==> src/animation_phase_accumulator_defines.svh <==
// Assertion macros shared by the animation phase accumulator RTL.
// Used by the top level only; expects aclk and aresetn in scope.
`ifndef ANIMATION_PHASE_ACCUMULATOR_DEFINES_SVH
`define ANIMATION_PHASE_ACCUMULATOR_DEFINES_SVH

// Concurrent check, disabled while reset is held
`define APA_ASSERT(label, prop, msg) \
    label: assert property (@(posedge aclk) disable iff (!aresetn) prop) else $error(msg);

// Concurrent check that also runs during reset
`define APA_ASSERT_ALWAYS(label, prop, msg) \
    label: assert property (@(posedge aclk) prop) else $error(msg);

`endif

==> src/apa_pkg.sv <==
// Shared types and constants for the animation phase accumulator.
// No dependencies; imported by every module of the block.
`timescale 1ns / 1ps

package apa_pkg;

    // Field widths
    localparam int PHASE_W   = 24;
    localparam int FT_W      = 20;
    localparam int SPEED_W   = 20;
    localparam int LEN_W     = 25;
    localparam int STEP_W    = 25;
    localparam int FRAC_BITS = 16;
    localparam int FRAME_W   = 8;
    localparam int LERP_W    = 16;
    localparam int OML_W     = 17;
    localparam int FLAG_W    = 4;
    localparam int CFG_IDX_W = 3;
    localparam int PROD_W    = FT_W + SPEED_W;

    // Largest sequence in whole frames
    localparam longint MAX_FRAME_COUNT = 256;

    // 1.0 in 9.16 and the length bounds
    localparam logic [LEN_W-1:0] ONE_FIX = LEN_W'(1) << FRAC_BITS;
    localparam longint LEN_CAP    = longint'(1) << PHASE_W;
    localparam longint LEN_HI_RAW = MAX_FRAME_COUNT << FRAC_BITS;
    localparam longint LEN_HI     = (LEN_HI_RAW > LEN_CAP) ? LEN_CAP :
                                    ((LEN_HI_RAW < longint'(ONE_FIX)) ?
                                     longint'(ONE_FIX) : LEN_HI_RAW);
    localparam logic [LEN_W-1:0] LEN_MAX = LEN_HI[LEN_W-1:0];

    // Status flag bit positions
    localparam int FLAG_FINISHED = 0;
    localparam int FLAG_LOOPED   = 1;
    localparam int FLAG_START    = 2;
    localparam int FLAG_END      = 3;

    // Configuration register indexes
    typedef enum logic [CFG_IDX_W-1:0] {
        CFG_PLAY_ENABLE = 3'd0,
        CFG_REVERSE_DIR = 3'd1,
        CFG_NO_LOOP     = 3'd2,
        CFG_SPEED       = 3'd3,
        CFG_LENGTH      = 3'd4
    } cfg_index_t;

    // Live configuration; len is already clamped to the legal range
    typedef struct packed {
        logic               play;
        logic               reverse;
        logic               no_loop;
        logic [SPEED_W-1:0] speed;
        logic [LEN_W-1:0]   len;
        logic [LEN_W-1:0]   len_m1;
    } cfg_t;

    // Pipeline stage control: take a new item, hand the held one on
    typedef struct packed {
        logic take;
        logic drain;
    } stage_ctl_t;

    // Updated phase and sticky flags
    typedef struct packed {
        logic [PHASE_W-1:0] position;
        logic [FLAG_W-1:0]  flags;
    } phase_res_t;

endpackage

==> src/apa_step.sv <==
// Step stage: scales the frame time by the speed and saturates at the length.
// Depends on apa_pkg.
`timescale 1ns / 1ps

module apa_step
    import apa_pkg::*;
(
    input  logic               aclk,
    input  logic               aresetn,
    input  cfg_t               cfg,
    input  stage_ctl_t         ctl,
    input  logic [FT_W-1:0]    frame_time,
    output logic               step_valid,
    output logic [STEP_W-1:0]  step
);

    logic                step_valid_reg;
    logic                step_valid_next;
    logic [STEP_W-1:0]   step_reg;
    logic [PROD_W-1:0]   prod;
    logic [STEP_W-1:0]   scaled;
    logic [STEP_W-1:0]   step_next;

    // 4.16 times 4.16, back to 8.16 (unity speed gives the frame time)
    assign prod   = PROD_W'(frame_time) * PROD_W'(cfg.speed);
    assign scaled = STEP_W'(prod[PROD_W-1:FRAC_BITS]);

    // Saturate so that a single wrap always suffices
    assign step_next = (scaled > cfg.len) ? cfg.len : scaled;

    // Occupancy of this stage
    always_comb begin
        if (ctl.take) begin
            step_valid_next = 1'b1;
        end else if (ctl.drain) begin
            step_valid_next = 1'b0;
        end else begin
            step_valid_next = step_valid_reg;
        end
    end

    always_ff @(posedge aclk) begin
        if (!aresetn) begin
            step_valid_reg <= 1'b0;
        end else begin
            step_valid_reg <= step_valid_next;
        end
    end

    always_ff @(posedge aclk) begin
        if (ctl.take) begin
            step_reg <= step_next;
        end
    end

    assign step_valid = step_valid_reg;
    assign step       = step_reg;

endmodule

==> src/apa_phase.sv <==
// Phase state: advances or retreats the 8.16 phase, wraps or clamps at the
// ends and keeps the sticky status flags. Depends on apa_pkg.
`timescale 1ns / 1ps

module apa_phase
    import apa_pkg::*;
(
    input  logic               aclk,
    input  logic               aresetn,
    input  cfg_t               cfg,
    input  logic               update,
    input  logic [STEP_W-1:0]  step,
    output phase_res_t         res_next
);

    logic [PHASE_W-1:0]  phase_reg;
    logic [PHASE_W-1:0]  phase_next;
    logic [FLAG_W-1:0]   flags_reg;
    logic [FLAG_W-1:0]   flags_next;

    logic [PHASE_W-1:0]  ph;
    logic [LEN_W:0]      fwd_sum;
    logic                fwd_end;
    logic [PHASE_W-1:0]  fwd_wrap;
    logic                rev_end;
    logic [PHASE_W-1:0]  rev_diff;
    logic [LEN_W-1:0]    rev_wrap_full;
    logic [PHASE_W-1:0]  rev_wrap;

    // Pull a phase left beyond a shortened length back inside
    assign ph = ({1'b0, phase_reg} >= cfg.len) ? cfg.len_m1[PHASE_W-1:0] : phase_reg;

    // Forward direction
    assign fwd_sum  = (LEN_W+1)'(ph) + (LEN_W+1)'(step);
    assign fwd_end  = (fwd_sum >= (LEN_W+1)'(cfg.len));
    assign fwd_wrap = PHASE_W'(fwd_sum - (LEN_W+1)'(cfg.len));

    // Reverse direction; landing exactly on zero is not an end
    assign rev_end       = (step > LEN_W'(ph));
    assign rev_diff      = ph - step[PHASE_W-1:0];
    assign rev_wrap_full = cfg.len - step + LEN_W'(ph);
    assign rev_wrap      = rev_wrap_full[PHASE_W-1:0];

    // Next phase and flags
    always_comb begin
        phase_next = phase_reg;
        flags_next = flags_reg;
        if (cfg.play) begin
            if (cfg.reverse) begin
                if (!rev_end) begin
                    phase_next = rev_diff;
                end else if (cfg.no_loop) begin
                    phase_next = '0;
                    flags_next[FLAG_FINISHED] = 1'b1;
                    flags_next[FLAG_START]    = 1'b1;
                end else begin
                    phase_next = rev_wrap;
                    flags_next[FLAG_LOOPED] = 1'b1;
                    flags_next[FLAG_END]    = 1'b1;
                end
            end else begin
                if (!fwd_end) begin
                    phase_next = fwd_sum[PHASE_W-1:0];
                end else if (cfg.no_loop) begin
                    phase_next = cfg.len_m1[PHASE_W-1:0];
                    flags_next[FLAG_FINISHED] = 1'b1;
                    flags_next[FLAG_END]      = 1'b1;
                end else begin
                    phase_next = fwd_wrap;
                    flags_next[FLAG_LOOPED] = 1'b1;
                    flags_next[FLAG_START]  = 1'b1;
                end
            end
        end
    end

    always_ff @(posedge aclk) begin
        if (!aresetn) begin
            phase_reg <= '0;
            flags_reg <= '0;
        end else if (update) begin
            phase_reg <= phase_next;
            flags_reg <= flags_next;
        end
    end

    assign res_next.position = phase_next;
    assign res_next.flags    = flags_next;

endmodule

==> src/animation_phase_accumulator.sv <==
// Animation phase accumulator: 8.16 phase with speed scaling, wrap or clamp.
// Usage:
//   s_ channel carries one frame time per tick (4.16, s_tdata[19:0]).
//   m_ channel returns one result per tick: position, frame index, lerp and
//   one minus lerp in m_tdata, sticky finished/looped/start/end in m_tuser.
//   cfg channel writes play_enable, reverse_dir, no_loop, speed and length
//   by index; write it only while no tick is in flight. cfg_ready is always
//   high, and the length is clamped to the legal range as it is written.
// Timing:
//   Three register stages: input, scaled step, result. A tick accepted in
//   the input register moves to the scaled step register, then to the
//   result register, where it shows on m_. One tick per cycle sustained
//   while m_tready is high; the phase feedback loop (add, end compare,
//   wrap) sits in the last stage alone, the 20x20 speed multiply before it.
// Reset:
//   aresetn (synchronous, active low) empties the pipeline, zeroes the phase
//   and flags and restores the register defaults (speed and length 1.0).
// Stalls:
//   While m_tready is low the result holds; earlier stages keep filling and
//   s_tready drops only once every stage is occupied.
`timescale 1ns / 1ps
`include "animation_phase_accumulator_defines.svh"

module animation_phase_accumulator
    import apa_pkg::*;
(
    input  logic                  aclk,
    input  logic                  aresetn,

    // Frame time requests
    input  logic                  s_tvalid,
    output logic                  s_tready,
    input  logic [23:0]           s_tdata,    // [19:0] frame_time, [23:20] zero

    // Results
    output logic                  m_tvalid,
    input  logic                  m_tready,
    output logic [71:0]           m_tdata,    // [23:0] position, [31:24] frame_index,
                                              // [47:32] lerp, [64:48] one_minus_lerp,
                                              // [71:65] zero
    output logic [FLAG_W-1:0]     m_tuser,    // [0] finished, [1] looped,
                                              // [2] at_start, [3] at_end

    // Configuration writes
    input  logic                  cfg_valid,
    output logic                  cfg_ready,
    input  logic [CFG_IDX_W-1:0]  cfg_index,
    input  logic [LEN_W-1:0]      cfg_data
);

    // Configuration registers
    logic               play_reg;
    logic               reverse_reg;
    logic               no_loop_reg;
    logic [SPEED_W-1:0] speed_reg;
    logic [LEN_W-1:0]   len_reg;
    logic [LEN_W-1:0]   len_m1_reg;
    logic [LEN_W-1:0]   len_next;
    cfg_t               cfg;

    // Pipeline control
    logic               in_valid_reg;
    logic               in_valid_next;
    logic [FT_W-1:0]    ft_reg;
    logic               s_accept;
    logic               step_valid;
    logic [STEP_W-1:0]  step;
    logic               out_load;
    logic               step_take;
    stage_ctl_t         step_ctl;

    // Result register
    logic               m_tvalid_reg;
    logic               m_tvalid_next;
    phase_res_t         res_next;
    logic [PHASE_W-1:0] pos_reg;
    logic [FLAG_W-1:0]  flags_out_reg;
    logic [LERP_W-1:0]  lerp;
    logic [OML_W-1:0]   one_minus_lerp;

    // Length clamp on write
    always_comb begin
        if (cfg_data < ONE_FIX) begin
            len_next = ONE_FIX;
        end else if (cfg_data > LEN_MAX) begin
            len_next = LEN_MAX;
        end else begin
            len_next = cfg_data;
        end
    end

    // Configuration write decode
    assign cfg_ready = 1'b1;

    always_ff @(posedge aclk) begin
        if (!aresetn) begin
            play_reg    <= 1'b0;
            reverse_reg <= 1'b0;
            no_loop_reg <= 1'b0;
            speed_reg   <= ONE_FIX[SPEED_W-1:0];
            len_reg     <= ONE_FIX;
            len_m1_reg  <= ONE_FIX - LEN_W'(1);
        end else if (cfg_valid && cfg_ready) begin
            case (cfg_index)
                CFG_PLAY_ENABLE: play_reg    <= cfg_data[0];
                CFG_REVERSE_DIR: reverse_reg <= cfg_data[0];
                CFG_NO_LOOP:     no_loop_reg <= cfg_data[0];
                CFG_SPEED:       speed_reg   <= cfg_data[SPEED_W-1:0];
                CFG_LENGTH: begin
                    len_reg    <= len_next;
                    len_m1_reg <= len_next - LEN_W'(1);
                end
                default: ;
            endcase
        end
    end

    assign cfg.play    = play_reg;
    assign cfg.reverse = reverse_reg;
    assign cfg.no_loop = no_loop_reg;
    assign cfg.speed   = speed_reg;
    assign cfg.len     = len_reg;
    assign cfg.len_m1  = len_m1_reg;

    // Stage handshakes: each stage loads when empty or when it moves on
    assign out_load  = step_valid && (!m_tvalid_reg || m_tready);
    assign step_take = in_valid_reg && (!step_valid || out_load);
    assign s_tready  = !in_valid_reg || step_take;
    assign s_accept  = s_tvalid && s_tready;

    assign step_ctl.take  = step_take;
    assign step_ctl.drain = out_load;

    // Input stage
    always_comb begin
        if (s_accept) begin
            in_valid_next = 1'b1;
        end else if (step_take) begin
            in_valid_next = 1'b0;
        end else begin
            in_valid_next = in_valid_reg;
        end
    end

    always_ff @(posedge aclk) begin
        if (!aresetn) begin
            in_valid_reg <= 1'b0;
        end else begin
            in_valid_reg <= in_valid_next;
        end
    end

    always_ff @(posedge aclk) begin
        if (s_accept) begin
            ft_reg <= s_tdata[FT_W-1:0];
        end
    end

    // Scaled step stage
    apa_step u_step (
        .aclk       (aclk),
        .aresetn    (aresetn),
        .cfg        (cfg),
        .ctl        (step_ctl),
        .frame_time (ft_reg),
        .step_valid (step_valid),
        .step       (step)
    );

    // Phase update, committed as the result register loads
    apa_phase u_phase (
        .aclk     (aclk),
        .aresetn  (aresetn),
        .cfg      (cfg),
        .update   (out_load),
        .step     (step),
        .res_next (res_next)
    );

    // Result register
    always_comb begin
        if (out_load) begin
            m_tvalid_next = 1'b1;
        end else if (m_tready) begin
            m_tvalid_next = 1'b0;
        end else begin
            m_tvalid_next = m_tvalid_reg;
        end
    end

    always_ff @(posedge aclk) begin
        if (!aresetn) begin
            m_tvalid_reg <= 1'b0;
        end else begin
            m_tvalid_reg <= m_tvalid_next;
        end
    end

    always_ff @(posedge aclk) begin
        if (out_load) begin
            pos_reg       <= res_next.position;
            flags_out_reg <= res_next.flags;
        end
    end

    // Result fields derived from the registered position
    assign lerp           = pos_reg[LERP_W-1:0];
    assign one_minus_lerp = ONE_FIX[OML_W-1:0] - OML_W'(lerp);

    assign m_tvalid = m_tvalid_reg;
    assign m_tdata  = {7'd0, one_minus_lerp, lerp,
                       pos_reg[PHASE_W-1:FRAC_BITS], pos_reg};
    assign m_tuser  = flags_out_reg;

    // A playing tick always leaves the position inside the sequence
    `APA_ASSERT(a_pos_in_range,
        (out_load && play_reg) |=> (LEN_W'(pos_reg) < len_reg),
        "position beyond sequence length")

    // Status flags never clear once a result has been loaded
    `APA_ASSERT(a_flags_sticky,
        m_tvalid_reg |=> ((flags_out_reg & $past(flags_out_reg)) == $past(flags_out_reg)),
        "sticky status flag cleared")

    // Finished can only be raised in no-loop mode
    `APA_ASSERT(a_finish_no_loop,
        (out_load && !no_loop_reg && m_tvalid_reg) |=>
            (flags_out_reg[FLAG_FINISHED] == $past(flags_out_reg[FLAG_FINISHED])),
        "finished set in loop mode")

    // The pipeline is empty right after reset
    `APA_ASSERT_ALWAYS(a_reset_empty,
        !aresetn |=> (!in_valid_reg && !step_valid && !m_tvalid_reg),
        "pipeline not empty after reset")

endmodule
==> config.mk <==
export PLATFORM = sky130hd
export DESIGN_NAME = animation_phase_accumulator
export DESIGN_NICKNAME = d
export VERILOG_FILES = /design/src/apa_pkg.sv /design/src/apa_step.sv /design/src/apa_phase.sv /design/src/animation_phase_accumulator.sv
export VERILOG_INCLUDE_DIRS = /design/src /design/src/src
export SDC_FILE = /design/constraint.sdc
export NUM_CORES = 2
export LEC_CHECK = 0
export CAP_MARGIN = 25
export CORE_MARGIN = 2
export CORE_UTILIZATION = 60
export CTS_CLUSTER_SIZE = 12
export DETAILED_ROUTE_END_ITERATION = 8
export DONT_BUFFER_PORTS = 1
export GPL_ROUTABILITY_DRIVEN = 0
export HOLD_SLACK_MARGIN = 0.12
export PLACE_DENSITY = 0.87
export SYNTH_ARGS = -nofsm -noshare
export SYNTH_HDL_FRONTEND = slang
export SYNTH_SLANG_ARGS = --single-unit
==> constraint.sdc <==
create_clock -name aclk -period 8.95 [get_ports aclk]
set_clock_uncertainty 0.15 [all_clocks]
set_input_delay 1.79 -clock aclk [delete_from_list [all_inputs] [get_ports aclk]]
set_output_delay 1.79 -clock aclk [all_outputs]
set_load 0.05 [all_outputs]
==> impl_metrics.toml <==
[setup_path]
crit_top_cell = "fa_1"
slowest_stage = "fa_1"
critPathCaptureType = "flip-flop"
r2r_start = "ft_reg[10]"
cp-start-kind = "flip-flop"
crit_arrival_ns = 9.17
slowest_delay_ns = 0.57
regToRegSetupSlack_ns = -0.12
worstSetupPathType = "flip-flop to flip-flop"
worstRegToRegCells = 35
cp_data_required_time_ns = 9.05
startpoint = "ft_reg[10]"
crit_fanout = 7

[global_route]
overflow = 0
grt_first_pass_wirelength_mm = 119.1
grt_pass1_vias = 22910
antenna_found_initial = 1
grt_max_degree = 107
grtUsageTotal = 0.3068

[worst_hold_path]
worstHoldStart = "len_reg[22]"
hold_path.class = "flip-flop to flip-flop"
worst_hold_path.num_cells = 2

[power_and_ir_drop]
p_leak_nw = 14.24
power_mw = 3.677
ir_drop_mv = 0.1437
power.density_nw_per_um2 = 121.8

[yosys]
ys_ff_latch = 176
synth_top_cells_by_count = "inv_1, nand2_1, fa_1"
synth_top_flop_cell = "dfxtp_1"
synth_top_area_frac = 0.2429
synth.most_common_cell = "inv_1"
synth_cells = 3275
yosysSeqAreaShare = 0.1496
yosysWarnings = 0
avgSynthCellArea_um2 = 8.680
synth_area_um2 = 28430
netlist_top_cells_area = "fa_1, ha_1, edfxtp_1"
synth_edf_count = 73
async_flop_share = 0
yosys.area.top_type = "fa_1"
yosysUniqueCellTypes = 91

[finish]
nets = 3940
diodes = 0
syn_to_final_growth_pct = 6.219
drive_above_1_share = 0.09094

[route]
routed_wl_mm = 77.71
viasPerCell = 6.179
routedWlPerCell_um = 20.24
first_iter_violations = 2447
vias = 23730
remaining_drc_errors = 4
drt_first_pass_iters = 9
ant_nets = 0

[sta]
hold_violations = 0
setup_tns_ns = -1.704
setup_slack_ns = -0.1214
setup_viol = 18
fin_crit_ns = 9.071
fin_crit_sh = 1.014
fmax_ghz = 0.1102
rsz0062_at_grt = "yes"
slew-limit-headroom = 0.2423
slew_violations = 0
worst_slew_pin_slew_ns = 1.128

[cts]
numCtsBuffers = 17
cts_tree = "yes"
clock-root-buffer = "clkbuf_16"
clock_latency_ns = 0.50
path_clk_slew_ns = 0.08
clockBufferDepth = 2
hold_buffers = 0
cts_sinks = 176
ctsHtreeMaxLevel = 4

[die]
die_area_um2 = 49140
placement_rows = 79
initial_core_util = 0.6093
core_area_um2 = 46650
pin_count = 136
die_x_um = 221.7
fp.dieH_um = 221.7

[outcome]
violations = "design-rule violations, negative setup slack"
outcome = "complete, but fails checks"

[flow_run]
maxCapViolations = 0

[placed_design]
portBuffers = 0
hpwl_mm = 59.41
-- placed cells by master, fill, tap and decap left out, types with 40 or more instances in the layout --
cell type,instances
nand2_1,361
nand3_1,50
fa_1,340
and2_1,218
nor2_1,147
inv_1,450
a21o_1,45
mux2_2,52
o211ai_1,44
buf_4,104
edfxtp_1,73
ha_1,314
a21boi_0,42
a21oi_1,151
dfxtp_1,97
xnor2_1,90
o21ai_0,105
nor3_1,40
-- power by group --
part           internal (mW)  total [mW]  leakage, nW  switching (mW)
Sequential             0.881       0.945         1.55          0.0640
Clock                  0.388       0.813        0.302           0.425
Combinational          0.805        1.92         12.4            1.11
-- routing by layer --
metal	up-vias	share of wire	track usage
li1	10610	-	-
met1	11490	0.38	0.3942
met2	1321	0.46	0.4833
met3	312	0.10	0.06242
met4	0	0.062	0.1772
met5	-	0	0
-- cell type report --
class | instances | area (um^2)
fill | 3570 | 16460
tap | 607 | 759.5
sequential | 176 | 4262
multi-input combinational | 2443 | 21820
clock buffer | 18 | 439.2
timing repair buffer | 120 | 992.2
inverter | 462 | 1734
clock inverter | 14 | 187.7
-- cell families after synthesis --
logic type / after synthesis / synth area share
AOI/OAI and AO/OA: 604 / 0.1396
xor gates and xnor gates: 129 / 0.03974
adders and majority gates: 664 / 0.3833
buffers and inverters: 663 / 0.09392
DFF: 176 / 0.1496
muxes: 70 / 0.02694
other: 2 / 0.0002642
and+or+nand+nor: 967 / 0.1666
-- repair_timing --
action,CTS,global route
buffers inserted,0,19
resized for setup,12,66
pin swaps,0,63
gates cloned,0,2
endpoints found under the setup margin,24,54
endpoints found under the hold margin,0,0
-- worst paths after layout --
check	to
worst max-delay path	u_step.step[10]
worst max register to register	u_step.step[10]
worst min register to register	len_reg[22]
worst min-delay path	len_reg[22]
-- critical path, delay by kind of cell, from the launching register on --
kind / cells / cell delay, ns
flops: 1 / 0.40
xor+xnor: 1 / 0.21
simple gates: 5 / 0.76
fa+ha+maj: 9 / 4.21
buf+inv: 7 / 0.68
compound gates: 12 / 2.13
mux: 1 / 0.27
-- through the flow --
stage            util  area (um^2)  hold WS, ns  worst slack, ns  instances
3_5_place_dp   0.6232        29070       0.3014          -0.1248       3785
6_report       0.6472        30200       0.3352          -0.1214       3840
5_1_grt        0.6472        30200       0.3715          -0.3421       3840
2_1_floorplan       -        28450       0.2849           0.1557       3282
4_1_cts        0.6373        29730       0.3382          0.01894       3817
3_3_place_gp   0.6230        29070       0.2932          0.01983       3784
(Power assumes the default switching activity.)
